**config.mk**
```make
export PLATFORM = sky130hd
export DESIGN_NAME = radial_profile_edge_picker_top
export DESIGN_NICKNAME = d
export VERILOG_FILES = /design/src/design/rpep_pkg.sv /design/src/design/rpep_cfg.sv /design/src/design/rpep_core.sv /design/src/design/radial_profile_edge_picker_top.sv
export SDC_FILE = /design/constraint.sdc
export NUM_CORES = 1
export LEC_CHECK = 0
export BUFFER_PORTS_ARGS = -buffer_cell sky130_fd_sc_hd__buf_2
export CORE_MARGIN = 8
export CORE_UTILIZATION = 35
export CTS_BUF_LIST = sky130_fd_sc_hd__clkbuf_8
export CTS_CLUSTER_DIAMETER = 30
export DETAILED_ROUTE_END_ITERATION = 10
export GPL_ROUTABILITY_DRIVEN = 0
export MAX_ROUTING_LAYER = met4
export PLACE_DENSITY_LB_ADDON = 0.25
export SLEW_MARGIN = 20
export SYNTH_ARGS = -nofsm -noshare
export SYNTH_HDL_FRONTEND = slang
export SYNTH_SLANG_ARGS = --single-unit
```
**constraint.sdc**
```tcl
create_clock -name clk -period 7 [get_ports clk]
set_clock_uncertainty 0.2 [all_clocks]
set_input_delay 1.4 -clock clk [delete_from_list [all_inputs] [get_ports clk]]
set_output_delay 1.4 -clock clk [all_outputs]
set_load 0.005 [all_outputs]
```
**src/design/rpep_pkg.sv**
```systemverilog
package rpep_pkg;

	// Fixed field widths of the sample and result beats.
	localparam int GRAY_W = 8;
	localparam int THR_W = 5;
	localparam int POS_W = 10;
	localparam int MODE_W = 2;

	// Default profile length limit, in samples after the reference.
	localparam int DEF_MAX_STEPS = 256;

	// APB register file geometry.
	localparam int APB_DATA_W = 32;
	localparam int APB_ADDR_W = 4;

	// Register word indexes.
	typedef enum logic [1:0] {
		REG_THRESHOLD = 2'd0,
		REG_POLARITY  = 2'd1,
		REG_PICK_MODE = 2'd2,
		REG_SUBPIXEL  = 2'd3
	} reg_idx_t;

	// Pick mode codes; any other code picks the strongest edge.
	localparam logic [MODE_W-1:0] PICK_FIRST = 2'd0;
	localparam logic [MODE_W-1:0] PICK_LAST = 2'd1;
	localparam logic [MODE_W-1:0] PICK_STRONGEST = 2'd2;

	// Reset value of the threshold register.
	localparam logic [THR_W-1:0] THRESHOLD_RST = 5'd2;

	typedef struct packed {
		logic [THR_W-1:0]  threshold;
		logic              polarity;
		logic [MODE_W-1:0] pick_mode;
		logic              subpixel;
	} cfg_t;

	typedef struct packed {
		logic              found;
		logic [POS_W-1:0]  position;
		logic [GRAY_W-1:0] strength;
	} result_t;

endpackage

```
**src/design/rpep_cfg.sv**
```systemverilog
module rpep_cfg
	import rpep_pkg::*;
(
	input  logic                  clk,
	input  logic                  arst_n,
	input  logic                  psel,
	input  logic                  penable,
	input  logic                  pwrite,
	input  logic [APB_ADDR_W-1:0] paddr,
	input  logic [APB_DATA_W-1:0] pwdata,
	output logic [APB_DATA_W-1:0] prdata,
	output cfg_t                  cfg
);

	cfg_t     cfg_q;
	reg_idx_t idx;
	logic     wr_en;

	assign idx = reg_idx_t'(paddr[APB_ADDR_W-1:2]);
	assign wr_en = psel && penable && pwrite;
	assign cfg = cfg_q;

	// Register writes complete in the access phase; pready is tied high.
	always_ff @(posedge clk or negedge arst_n) begin
		if (!arst_n) begin
			cfg_q.threshold <= THRESHOLD_RST;
			cfg_q.polarity <= 1'b0;
			cfg_q.pick_mode <= PICK_FIRST;
			cfg_q.subpixel <= 1'b0;
		end else if (wr_en) begin
			unique case (idx)
				REG_THRESHOLD: cfg_q.threshold <= pwdata[THR_W-1:0];
				REG_POLARITY:  cfg_q.polarity <= pwdata[0];
				REG_PICK_MODE: cfg_q.pick_mode <= pwdata[MODE_W-1:0];
				REG_SUBPIXEL:  cfg_q.subpixel <= pwdata[0];
				default: ;
			endcase
		end
	end

	// Read mux, zero extended to the bus width.
	always_comb begin
		unique case (idx)
			REG_THRESHOLD: prdata = APB_DATA_W'(cfg_q.threshold);
			REG_POLARITY:  prdata = APB_DATA_W'(cfg_q.polarity);
			REG_PICK_MODE: prdata = APB_DATA_W'(cfg_q.pick_mode);
			REG_SUBPIXEL:  prdata = APB_DATA_W'(cfg_q.subpixel);
			default:       prdata = '0;
		endcase
	end

endmodule

```
**src/design/rpep_core.sv**
```systemverilog
module rpep_core
	import rpep_pkg::*;
#(
	parameter int MAX_STEPS = DEF_MAX_STEPS
) (
	input  logic              clk,
	input  logic              arst_n,
	input  logic              beat,
	input  logic [GRAY_W-1:0] gray_value,
	input  logic              inside_image,
	input  logic              profile_end,
	input  cfg_t              cfg,
	output logic              res_valid,
	output result_t           res
);

	localparam int STEP_W = $clog2(MAX_STEPS + 1);
	localparam int PX_W = (STEP_W + 1 > POS_W) ? STEP_W + 1 : POS_W;

	// Profile state.
	logic              active_q;
	logic              skipped_q;
	logic [GRAY_W-1:0] ref_q;
	logic [STEP_W-1:0] step_q;
	logic              picked_q;
	logic              locked_q;
	logic [GRAY_W-1:0] best_str_q;
	logic [POS_W-1:0]  best_pos_q;

	logic              active_d;
	logic              skipped_d;
	logic [GRAY_W-1:0] ref_d;
	logic [STEP_W-1:0] step_d;
	logic              picked_d;
	logic              locked_d;
	logic [GRAY_W-1:0] best_str_d;
	logic [POS_W-1:0]  best_pos_d;

	logic [GRAY_W:0]   diff_up;
	logic [GRAY_W:0]   diff_dn;
	logic              match;
	logic [GRAY_W-1:0] strength;
	logic              half_back;
	logic [PX_W-1:0]   pos_ext;
	logic              counting;
	logic              examine;
	logic              keep;

	// Signed step differences against the reference.
	assign diff_up = {1'b0, gray_value} - {1'b0, ref_q};
	assign diff_dn = {1'b0, ref_q} - {1'b0, gray_value};
	assign match = cfg.polarity
		? ($signed(diff_dn) >= $signed({{(GRAY_W + 1 - THR_W){1'b0}}, cfg.threshold}))
		: ($signed(diff_up) >= $signed({{(GRAY_W + 1 - THR_W){1'b0}}, cfg.threshold}));
	assign strength = diff_up[GRAY_W] ? diff_dn[GRAY_W-1:0] : diff_up[GRAY_W-1:0];
	assign half_back = cfg.subpixel && (gray_value != ref_q);

	// Position in half steps, using the step count after this sample.
	assign pos_ext = PX_W'({step_d, 1'b0}) - PX_W'(half_back);

	assign counting = active_q && (step_q < STEP_W'(MAX_STEPS));
	assign examine = counting && !skipped_q && inside_image;

	// Pick rule: first locks, last overwrites, strongest keeps the earliest maximum.
	always_comb begin
		keep = 1'b0;
		if (examine && match && !locked_q) begin
			case (cfg.pick_mode)
				PICK_FIRST: keep = 1'b1;
				PICK_LAST:  keep = 1'b1;
				default:    keep = !picked_q || (strength > best_str_q);
			endcase
		end
	end

	// Next profile state for the current sample.
	always_comb begin
		active_d = active_q;
		skipped_d = skipped_q;
		ref_d = ref_q;
		step_d = step_q;
		picked_d = picked_q;
		locked_d = locked_q;
		best_str_d = best_str_q;
		best_pos_d = best_pos_q;
		if (!active_q) begin
			// Reference sample opens a new profile.
			active_d = 1'b1;
			skipped_d = !inside_image;
			ref_d = inside_image ? gray_value : '0;
			step_d = '0;
			picked_d = 1'b0;
			locked_d = 1'b0;
			best_str_d = '0;
			best_pos_d = '0;
		end else if (counting) begin
			step_d = step_q + 1'b1;
			if (examine) begin
				ref_d = gray_value;
			end
		end
		if (keep) begin
			picked_d = 1'b1;
			best_str_d = strength;
			best_pos_d = pos_ext[POS_W-1:0];
			if (cfg.pick_mode == PICK_FIRST) begin
				locked_d = 1'b1;
			end
		end
	end

	// Result of the closing sample.
	assign res_valid = beat && profile_end;
	assign res.found = picked_d;
	assign res.position = picked_d ? best_pos_d : '0;
	assign res.strength = picked_d ? best_str_d : '0;

	// State update; the closing sample clears the profile.
	always_ff @(posedge clk or negedge arst_n) begin
		if (!arst_n) begin
			active_q <= 1'b0;
			skipped_q <= 1'b0;
			ref_q <= '0;
			step_q <= '0;
			picked_q <= 1'b0;
			locked_q <= 1'b0;
			best_str_q <= '0;
			best_pos_q <= '0;
		end else if (beat) begin
			if (profile_end) begin
				active_q <= 1'b0;
				skipped_q <= 1'b0;
				ref_q <= '0;
				step_q <= '0;
				picked_q <= 1'b0;
				locked_q <= 1'b0;
				best_str_q <= '0;
				best_pos_q <= '0;
			end else begin
				active_q <= active_d;
				skipped_q <= skipped_d;
				ref_q <= ref_d;
				step_q <= step_d;
				picked_q <= picked_d;
				locked_q <= locked_d;
				best_str_q <= best_str_d;
				best_pos_q <= best_pos_d;
			end
		end
	end

endmodule

```
**src/design/radial_profile_edge_picker_top.sv**
```systemverilog
// Edge picker for one scan profile of gray samples.
// Input channel: one beat per sample (gray_value, inside_image, profile_end),
// taken when in_valid is high and in_stall is low. The first sample of a
// profile is the reference; the beat with profile_end closes the profile.
// Output channel: one beat per profile (edge_found, position_half_steps,
// edge_strength), taken when out_valid is high and out_stall is low.
// Throughput is one sample per cycle while in_stall is low: each sample is
// a single subtract, compare and state update in the profile register set.
// The closing sample's result is registered into the output register, or into
// the skid register while the output register holds a stalled result.
// When the receiver stalls, the result holds in the output register and a
// second result can land in a skid register; in_stall rises only while the
// skid register is full.
// The user must write configuration through the APB port only while no profile is open; the block does not enforce it.
// Reset clears the profile state, empties both output registers and loads
// the register defaults: threshold 2, rising polarity, first pick, no subpixel.
module radial_profile_edge_picker_top
	import rpep_pkg::*;
#(
	parameter int MAX_STEPS = DEF_MAX_STEPS
) (
	input  logic                  clk,
	input  logic                  arst_n,
	input  logic                  in_valid,
	output logic                  in_stall,
	input  logic [GRAY_W-1:0]     gray_value,
	input  logic                  inside_image,
	input  logic                  profile_end,
	output logic                  out_valid,
	input  logic                  out_stall,
	output logic                  edge_found,
	output logic [POS_W-1:0]      position_half_steps,
	output logic [GRAY_W-1:0]     edge_strength,
	input  logic                  psel,
	input  logic                  penable,
	input  logic                  pwrite,
	input  logic [APB_ADDR_W-1:0] paddr,
	input  logic [APB_DATA_W-1:0] pwdata,
	output logic [APB_DATA_W-1:0] prdata,
	output logic                  pready
);

	cfg_t    cfg;
	logic    beat;
	logic    res_valid;
	result_t res;
	logic    out_valid_q;
	result_t out_q;
	logic    skid_valid_q;
	result_t skid_q;
	logic    out_free;

	assign pready = 1'b1;

	rpep_cfg u_cfg (
		.clk    (clk),
		.arst_n (arst_n),
		.psel   (psel),
		.penable(penable),
		.pwrite (pwrite),
		.paddr  (paddr),
		.pwdata (pwdata),
		.prdata (prdata),
		.cfg    (cfg)
	);

	assign in_stall = skid_valid_q;
	assign beat = in_valid && !in_stall;

	rpep_core #(
		.MAX_STEPS(MAX_STEPS)
	) u_core (
		.clk         (clk),
		.arst_n      (arst_n),
		.beat        (beat),
		.gray_value  (gray_value),
		.inside_image(inside_image),
		.profile_end (profile_end),
		.cfg         (cfg),
		.res_valid   (res_valid),
		.res         (res)
	);

	// The output register is free when empty or when its beat leaves now.
	assign out_free = !out_valid_q || !out_stall;

	// Output register and skid register occupancy.
	always_ff @(posedge clk or negedge arst_n) begin
		if (!arst_n) begin
			out_valid_q <= 1'b0;
			skid_valid_q <= 1'b0;
		end else if (out_free) begin
			out_valid_q <= skid_valid_q || res_valid;
			skid_valid_q <= 1'b0;
		end else if (res_valid) begin
			skid_valid_q <= 1'b1;
		end
	end

	// Result payloads.
	always_ff @(posedge clk) begin
		if (out_free) begin
			out_q <= skid_valid_q ? skid_q : res;
		end else if (res_valid) begin
			skid_q <= res;
		end
	end

	assign out_valid = out_valid_q;
	assign edge_found = out_q.found;
	assign position_half_steps = out_q.position;
	assign edge_strength = out_q.strength;

endmodule

```
==> results of run 1 <==
[Yosys cell counts, types with 9 or more instances]
cell type,n,area share
a21oi_1,31,0.026
a31oi_1,10,0.011
buf_4,32,0.041
clkbuf_1,13,0.0083
dfrtp_1,49,0.21
edfxtp_1,38,0.19
ha_1,35,0.075
inv_1,44,0.028
mux2_2,12,0.023
nand2_1,61,0.039
nand2b_1,21,0.022
nand4_1,11,0.012
nor2_1,32,0.020
nor3_1,16,0.014
o21ai_0,33,0.028
o2bb2ai_2,10,0.026
o31a_1,13,0.019
xor2_1,9,0.013
[report_power, final]
group | switching [mW] | internal [mW] | leakage [nW]
clock | 0.204 | 0.169 | 0.104
combinational | 0.299 | 0.191 | 1.60
sequential | 0.0332 | 0.598 | 1.05
total | 0.536 | 0.958 | 2.76
[stage by stage]
stage          setup WS [ns]  power (mW)  area [um2]   util
5_1_grt                0.736        1.60        6380  0.388
6_report                1.01        1.49        6380  0.388
4_1_cts                 1.01        1.51        6380  0.387
3_5_place_dp           0.615        1.13        6180  0.375
3_3_place_gp           0.662        1.12        6180  0.375
2_1_floorplan           1.45       0.998        5970      -
[final cells by class]
class,instances,area [um2]
Antenna cell,1,2.50
Clock buffer,9,124
Clock inverter,7,78.8
Fill cell,1654,10100
Inverter,44,165
Multi-Input combinational cell,442,3060
Sequential cell,88,2390
Tap cell,220,275
Timing Repair Buffer,54,283
[routing by layer]
layer  vias to the layer above  routed length, um  GRT usage  part of all wire
met3                        16                579     0.0274             0.041
li1                       2191                  -          -                 -
met4                         0                196     0.0448             0.014
met1                      2123               6870      0.176              0.49
met5                         -                  0          -                 0
met2                       121               6390      0.214              0.46
[kinds of logic (layout without fill, tap and decap cells)]
group | Yosys count | after routing | share of synthesized area
muxes | 20 | 20 | 0.0388
DFF | 88 | 88 | 0.408
buffers and inverters | 99 | 114 | 0.0880
AOI/OAI and AO/OA | 155 | 155 | 0.200
and+or+nand+nor | 186 | 186 | 0.159
other | 2 | 29 | 0.00128
adders and majority gates | 37 | 37 | 0.0814
xor gates and xnor gates | 16 | 16 | 0.0239
[worst register-to-register path, cell delays in order (launching register included)]
cell and delay (ns):
dfrtp_1 0.41, ha_1 0.59, nand4_1 0.32, o221ai_2 0.59, mux2i_1 0.51, inv_1 0.10, ha_1 0.30, nand4_1 0.10
nor3_1 0.06, or4b_1 0.49, a31oi_1 0.24, o211a_2 0.58, o31ai_4 0.34, a32o_1 0.31
[registers in the layout, summed over array words and instances, names as in the netlist]
register and flops:
u_core.picked_q 1, u_core.best_str_q 8, u_core.skipped_q 1, skid_q 19, position_half_steps 10, u_core.best_pos_q 10
u_core.ref_q 8, edge_strength 8, u_cfg.cfg 9, in_stall 1, u_core.step_q 9, u_core.locked_q 1
u_core.active_q 1, edge_found 1, out_valid 1
[how the worst max path moves through the flow]
stage,start,cells past startpoint,end
2_1_floorplan,gray_value[0],17,skid_q[0]
3_3_place_gp,gray_value[0],17,u_core.best_pos_q[7]
4_1_cts,gray_value[0],17,u_core.best_str_q[7]
5_1_grt,gray_value[5],15,u_core.best_str_q[6]
6_report,gray_value[5],15,u_core.best_pos_q[7]
3_5_place_dp,gray_value[0],17,u_core.best_str_q[7]
==> summary.txt, run 1 <==
Outcome
  • Status: complete, no violations

Global route
  • First-pass GRT wire length: 23300 um
  • Grt total ovfl: 0
  • Global-route usage over all layers: 0.137
  • Vias in the first global route: 4577
  • Initial antenna violation count: 1
  • Largest net degree at the start of global routing: 51

CTS
  • Cts bufs inserted: 9
  • Clk Latency, worst-skew pair: 0.39 ns
  • CTS Hold Buffers Added: 0
  • Post-CTS Setup Inserts: 0
  • Post-cts resize count: 0
  • Clock slew at reported path FFs: 0.09 ns
  • Clk sinks: 88
  • CTS tree: yes
  • Max clock buf depth: 2
  • Clock root buffer: clkbuf_8
  • H-tree depth: 3

Hold path
  • Worst Hold Path EP: u_core.locked_q
  • Hold path startpoint: u_core.locked_q
  • Hold crit path type: flip-flop to flip-flop
  • Hold Path Stages: 2

Yosys
  • Seq/Total Area, Yosys: 0.408
  • Cells after Synth: 603
  • Syn avg cell area: 9.74 um2
  • Yosys warns: 0
  • Yosys reg bits: 88
  • Post-synth EDFFs: 38
  • Post-synthesis async set-or-reset flop share: 0.568
  • Most used DFF post-synth: dfrtp_1
  • Synth cell types: 68
  • Syn Std Cell Area: 5870 um2

Drt
  • Vias/cell: 5.15
  • Vias after detailed routing: 4451
  • DRC viols: 0
  • Total wire length: 14000 um
  • Router iterations before antenna repair: 5
  • First DRT Iteration DRCs: 327
  • Drt wl/cell: 16.2 um
  • Post-DRT Antenna Nets: 0

Power and ir drop
  • LEAKAGE: 2.76 nW
  • Pwr dens: 234 nW/um2
  • VDD IR max: 0.112 mV

Floorplan
  • # IOs: 107
  • Initial core utilization: 0.357
  • Die X: 146 um
  • Placement row count: 47
  • Die Y: 146 um
  • Std-Cell Core Area: 16500 um2
  • Die Area: 21200 um2

Critical path
  • R2R setup slack: 1.76 ns
  • Crit. End Element: flip-flop
  • Worst R2R Start: u_core.ref_q[5]
  • Reg2Reg Capture Point: u_core.best_pos_q[7]
  • Slowest cell on crit path: o221ai_2
  • Critical path required time: 7.08 ns
  • Crit path buf inv count: 3
  • Cell family with most CP delay: compound AO/OA/AOI/OAI gates
  • Slowest stage delay, CP: 0.59 ns
  • Worst R2R Path Depth: 13
  • Type of the worst setup path: input port to flip-flop
  • CP startpoint kind: input port
  • CP max FO: 22
  • CP Cell Sequence: buf_2, inv_1, ha_1, nand4_1, o221ai_2, mux2i_1, inv_1, ha_1, nand4_1, nor3_1, or4b_1, a31oi_1, o211a_2, o31ai_4, a32o_1
  • WP data arrival: 6.07 ns

Layout
  • Commonest non-fill, non-tap cell in the layout: nand2_1
  • Layout area overhead: 8.74%
  • Most frequent cells in the layout: 61 x nand2_1, 49 x dfrtp_1, 49 x buf_2
  • Layout cells sized above 1: 0.169
  • Fin cells: 865
  • NumNets Final: 729

Job
  • Maxcap violations: 0

STA
  • Slew Viols, Final: 0
  • Endpoints failing hold: 0
  • Fin Hold WS: 0.283 ns
  • Max frequency: 167 MHz
  • Worst slew pin tran: 0.997 ns
  • Worst slew margin: 0.335
  • RSZ-0062 raised after global routing: false
  • Minimum clock period: 5.99 ns
  • Final Cycle Share: 0.856
  • Final setup fails: 0
  • TNS Setup: 0 ns

Place
  • DP Cell Count: 848
  • HPWL Detailed: 10400 um
  • IO Port Bufs: 49
Power figures use the tool's default switching activity.
==> inputs of run 2 (changes only) <==
CORE_MARGIN = 2   (was 8)
CORE_UTILIZATION = 60   (was 35)
PLACE_DENSITY = 0.84   (was default)
PLACE_DENSITY_LB_ADDON = default   (was 0.25)
==> summary.txt, run 2 (synthesized netlist as in run 1, its figures left out) <==
Critical path
  • Crit. End Element: flip-flop
  • CP startpoint kind: input port
  • Slowest stage delay, CP: 0.59 ns
  • Crit path buf inv count: 4
  • Critical path required time: 7.10 ns
  • CP max FO: 22
  • WP data arrival: 6.11 ns
  • Type of the worst setup path: input port to flip-flop
  • CP Cell Sequence: buf_2, inv_1, ha_1, nand4_1, o221ai_2, mux2i_1, inv_1, ha_1, nand4_1, nor3_1, or4b_1, a31oi_1, o211a_2, o21ai_1, buf_4, o2bb2ai_1
  • Cell family with most CP delay: compound AO/OA/AOI/OAI gates
  • Slowest cell on crit path: ha_1

STA
  • Endpoints failing hold: 0
  • Final Cycle Share: 0.859
  • Max frequency: 166 MHz
  • RSZ-0062 raised after global routing: false
  • Slew Viols, Final: 0
  • Final setup fails: 0
  • TNS Setup: 0 ns
  • Minimum clock period: 6.01 ns
  • Worst slew margin: 0.333
  • Final WS setup: 0.989 ns
  • Worst slew pin tran: 0.993 ns

CTS
  • Clk Latency, worst-skew pair: 0.38 ns
  • Post-cts resize count: 0
  • Cts bufs inserted: 9
  • Clk sinks: 88
  • Post-CTS Setup Inserts: 0
  • CTS Hold Buffers Added: 0
  • Clock root buffer: clkbuf_8
  • Clock slew at reported path FFs: 0.10 ns
  • CTS tree: yes
  • Max clock buf depth: 2
  • H-tree depth: 3

Floorplan
  • Initial core utilization: 0.609
  • Std-Cell Core Area: 9640 um2
  • Die Area: 10600 um2
  • Placement row count: 36
  • # IOs: 107
  • Die Y: 103 um
  • Die X: 103 um

Layout
  • NumNets Final: 728
  • Final core occ: 0.650
  • Final design instance area without fill: 6260 um2
  • Antenna cell count: 0
  • Max FFs per register: 19
  • Top reg by flops: skid_q
  • Layout area overhead: 6.65%
  • Commonest non-fill, non-tap cell in the layout: nand2_1
  • Most frequent cells in the layout: 61 x nand2_1, 49 x dfrtp_1, 49 x buf_2
  • Layout cells sized above 1: 0.168

Drt
  • DRC viols: 0
  • Drt wl/cell: 17.0 um
  • Vias after detailed routing: 4656
  • Router iterations before antenna repair: 5
  • First DRT Iteration DRCs: 485
  • Total wire length: 13200 um
  • Post-DRT Antenna Nets: 0
  • Vias/cell: 6.00

Job
  • Maxcap violations: 0

Global route
  • Global-route usage over all layers: 0.270
  • Grt total ovfl: 0
  • Vias in the first global route: 4314
  • Largest net degree at the start of global routing: 51
  • Initial antenna violation count: 0
  • First-pass GRT wire length: 21600 um

Hold path
  • Hold crit path type: flip-flop to flip-flop

Power and ir drop
  • VDD IR max: 0.120 mV
  • LEAKAGE: 2.75 nW
  • Switching share of power: 0.359
  • Sequential cell fraction of total power: 0.424
  • Pwr dens: 239 nW/um2
  • Net Sw Power: 537 uW
  • Combinational fraction of design power: 0.328
  • Share of total power in the clock network: 0.249
  • Pint: 958 uW
  • Total power: 1.49 mW

Place
  • HPWL Detailed: 9420 um
  • IO Port Bufs: 49
  • Area after DPL: 6060 um2
  • Dpl ws: 0.754 ns

Outcome
  • Status: complete, no violations
[run 2: power groups by stage]
stage	logic, mW	registers [mW]	clock network [mW]
floorplan	0.363	0.635	0
global placement	0.454	0.640	0
detailed placement	0.477	0.644	0
CTS	0.482	0.633	0.373
global route	0.550	0.640	0.392
finish	0.490	0.633	0.372
[run 2: final cells by class]
| type | instances | area (um2) |
|---|---|---|
| Inverter | 44 | 165 |
| Timing Repair Buffer | 53 | 275 |
| Multi-Input combinational cell | 442 | 3060 |
| Clock inverter | 7 | 78.8 |
| Fill cell | 800 | 3380 |
| Tap cell | 133 | 166 |
| Clock buffer | 9 | 124 |
| Sequential cell | 88 | 2390 |
[run 2: per-layer routing]
| metal | global-route usage | part of all wire |
|---|---|---|
| met1 | 0.366 | 0.44 |
| met2 | 0.411 | 0.48 |
| met3 | 0.0461 | 0.068 |
| met4 | 0.0962 | 0.021 |
| met5 | - | 0 |
[run 2: per-stage QoR]
stage / hold slack (ns) / cells
2_1_floorplan: 0.243 / 629
3_3_place_gp: 0.260 / 760
3_5_place_dp: 0.279 / 760
4_1_cts: 0.303 / 776
5_1_grt: 0.321 / 776
6_report: 0.297 / 776
[run 2: worst paths after layout]
| kind | slack (ns) | depth (start not counted) | start | end |
|---|---|---|---|---|
| max | 0.99 | 16 | gray_value[5] | u_core.best_pos_q[2] |
| min | 0.30 | 2 | u_core.locked_q | u_core.locked_q |
| max reg2reg | 1.75 | 14 | u_core.ref_q[5] | u_core.best_pos_q[2] |
| min reg2reg | 0.30 | 2 | u_core.locked_q | u_core.locked_q |
| max in group asynchronous | 5.22 | 2 | arst_n | u_core.locked_q |
| min in group asynchronous | 0.94 | 2 | arst_n | u_core.ref_q[5] |
[run 2: worst reg2reg max path: stages (launching register included)]
cell and delay (ns):
dfrtp_1 0.41, ha_1 0.61, nand4_1 0.29, o221ai_2 0.57, mux2i_1 0.51, inv_1 0.10
ha_1 0.30, nand4_1 0.12, nor3_1 0.05, or4b_1 0.49, a31oi_1 0.26, o211a_2 0.57
o21ai_1 0.22, buf_4 0.28, o2bb2ai_1 0.21
==> inputs of run 3 (changes only) <==
RECOVER_POWER = 100   (was default)
clock period = 7.57 ns   (was 7 ns; I/O delays follow)
==> summary.txt, run 3 (synthesized netlist as in run 1, its figures left out) <==
Power and ir drop
  • Pwr dens: 217 nW/um2
  • LEAKAGE: 2.67 nW
  • VDD IR max: 0.121 mV

Floorplan
  • Die Area: 10600 um2
  • Placement row count: 36
  • # IOs: 107
  • Std-Cell Core Area: 9640 um2
  • Initial core utilization: 0.609
  • Die X: 103 um
  • Die Y: 103 um

STA
  • Final Cycle Share: 0.870
  • Worst slew margin: -0.901
  • Max frequency: 152 MHz
  • RSZ-0062 raised after global routing: false
  • Minimum clock period: 6.59 ns
  • Slew Viols, Final: 68
  • Endpoints failing hold: 0
  • TNS Setup: 0 ns
  • Final setup fails: 0
  • Worst slew pin tran: 2.85 ns

CTS
  • Clk sinks: 88
  • Clock slew at reported path FFs: 0.09 ns
  • CTS Hold Buffers Added: 0
  • Clk Latency, worst-skew pair: 0.38 ns
  • Post-cts resize count: 0
  • Max clock buf depth: 2
  • Clock root buffer: clkbuf_8
  • CTS tree: yes
  • Cts bufs inserted: 9
  • H-tree depth: 3
  • Post-CTS Setup Inserts: 0

Drt
  • Router iterations before antenna repair: 7
  • Vias/cell: 5.95
  • DRC viols: 0
  • Drt wl/cell: 16.8 um
  • Post-DRT Antenna Nets: 0
  • Total wire length: 13000 um
  • First DRT Iteration DRCs: 400
  • Vias after detailed routing: 4626

Job
  • Maxcap violations: 2

Layout
  • Layout cells sized above 1: 0.120
  • Final design instance area without fill: 6150 um2
  • Antenna cell count: 0
  • Max FFs per register: 19
  • Commonest non-fill, non-tap cell in the layout: nand2_1
  • Fill count: 801
  • Most frequent cells in the layout: 61 x nand2_1, 49 x dfrtp_1, 45 x inv_1
  • Top reg by flops: skid_q
  • Layout area overhead: 4.77%
  • NumNets Final: 729

Critical path
  • CP startpoint kind: input port
  • Type of the worst setup path: input port to flip-flop
  • Crit. End Element: flip-flop
  • CP max FO: 22
  • Critical path required time: 7.64 ns
  • WP data arrival: 6.65 ns

Global route
  • First-pass GRT wire length: 21000 um
  • Initial antenna violation count: 0
  • Grt total ovfl: 0
  • Global-route usage over all layers: 0.262
  • Vias in the first global route: 4342
  • Largest net degree at the start of global routing: 51

Outcome
  • Status: complete, but fails checks
  • Failing checks: max-capacitance violations, max-slew violations

Place
  • Area after DPL: 6070 um2
  • HPWL Detailed: 9300 um
  • IO Port Bufs: 49

Hold path
  • Hold crit path type: flip-flop to flip-flop
## run 3: cell types whose count changed in the layout (fill, tap and decap cells not counted), sizes merged
cell    before  now
inv         46   47
clkbuf       9   29
buf         53   34
bufinv       1    0
## run 3: layout make-up
class                           instances  area (um2)  share of cell area
Inverter                               44         165              0.0268
Clock inverter                          7        56.3             0.00915
Sequential cell                        88        2390               0.389
Timing Repair Buffer                   54         250              0.0407
Clock buffer                            9         124              0.0201
Multi-Input combinational cell        442        3000               0.487
Tap cell                              133         166              0.0270
## run 3: worst max-delay path: stages
cell and delay (ns):
clkbuf_1 0.15, inv_1 0.06, ha_1 0.60, nand4_1 0.26, o221ai_1 0.89, mux2i_1 0.51, inv_1 0.09, ha_1 0.31
nand4_1 0.09, nor3_1 0.05, or4b_1 0.49, a31oi_1 0.26, o211a_1 0.71, o31ai_4 0.33, a32o_1 0.29
## run 3: final timing paths
path / from / to / slack (ns) / cells past startpoint
min in group asynchronous: arst_n / u_cfg.cfg[7] / 1.95 / 2
min: u_core.locked_q / u_core.locked_q / 0.29 / 2
max reg2reg: u_core.ref_q[5] / u_core.best_str_q[5] / 1.93 / 13
max in group asynchronous: arst_n / u_core.best_pos_q[6] / 3.61 / 2
max: gray_value[5] / u_core.best_str_q[5] / 0.98 / 15
min reg2reg: u_core.locked_q / u_core.locked_q / 0.29 / 2
## run 3: layer usage
| metal | wire length [um] | vias to the layer above | part of all wire | GRT usage |
|---|---|---|---|---|
| met5 | 0 | - | 0 | - |
| met4 | 329 | 0 | 0.025 | 0.111 |
| met3 | 985 | 36 | 0.076 | 0.0366 |
| met2 | 6110 | 224 | 0.47 | 0.405 |
| met1 | 5590 | 2182 | 0.43 | 0.347 |
| li1 | - | 2184 | - | - |
## run 3: through the flow
stage	power (mW)	hold slack (ns)	setup WS, ns	utilization	std cells
global placement	1.01	0.260	1.30	0.629	761
detailed placement	1.04	0.268	1.21	0.629	761
floorplan	0.923	0.243	1.91	-	629
finish	1.34	0.293	0.985	0.638	777
global route	1.41	0.320	0.749	0.638	777
CTS	1.34	0.289	1.59	0.648	777
## run 3: power breakdown
part | leakage [nW] | internal (mW) | total (mW) | switching, mW
Clock | 0.0891 | 0.123 | 0.306 | 0.184
Sequential | 1.05 | 0.553 | 0.583 | 0.0300
Combinational | 1.53 | 0.172 | 0.446 | 0.274
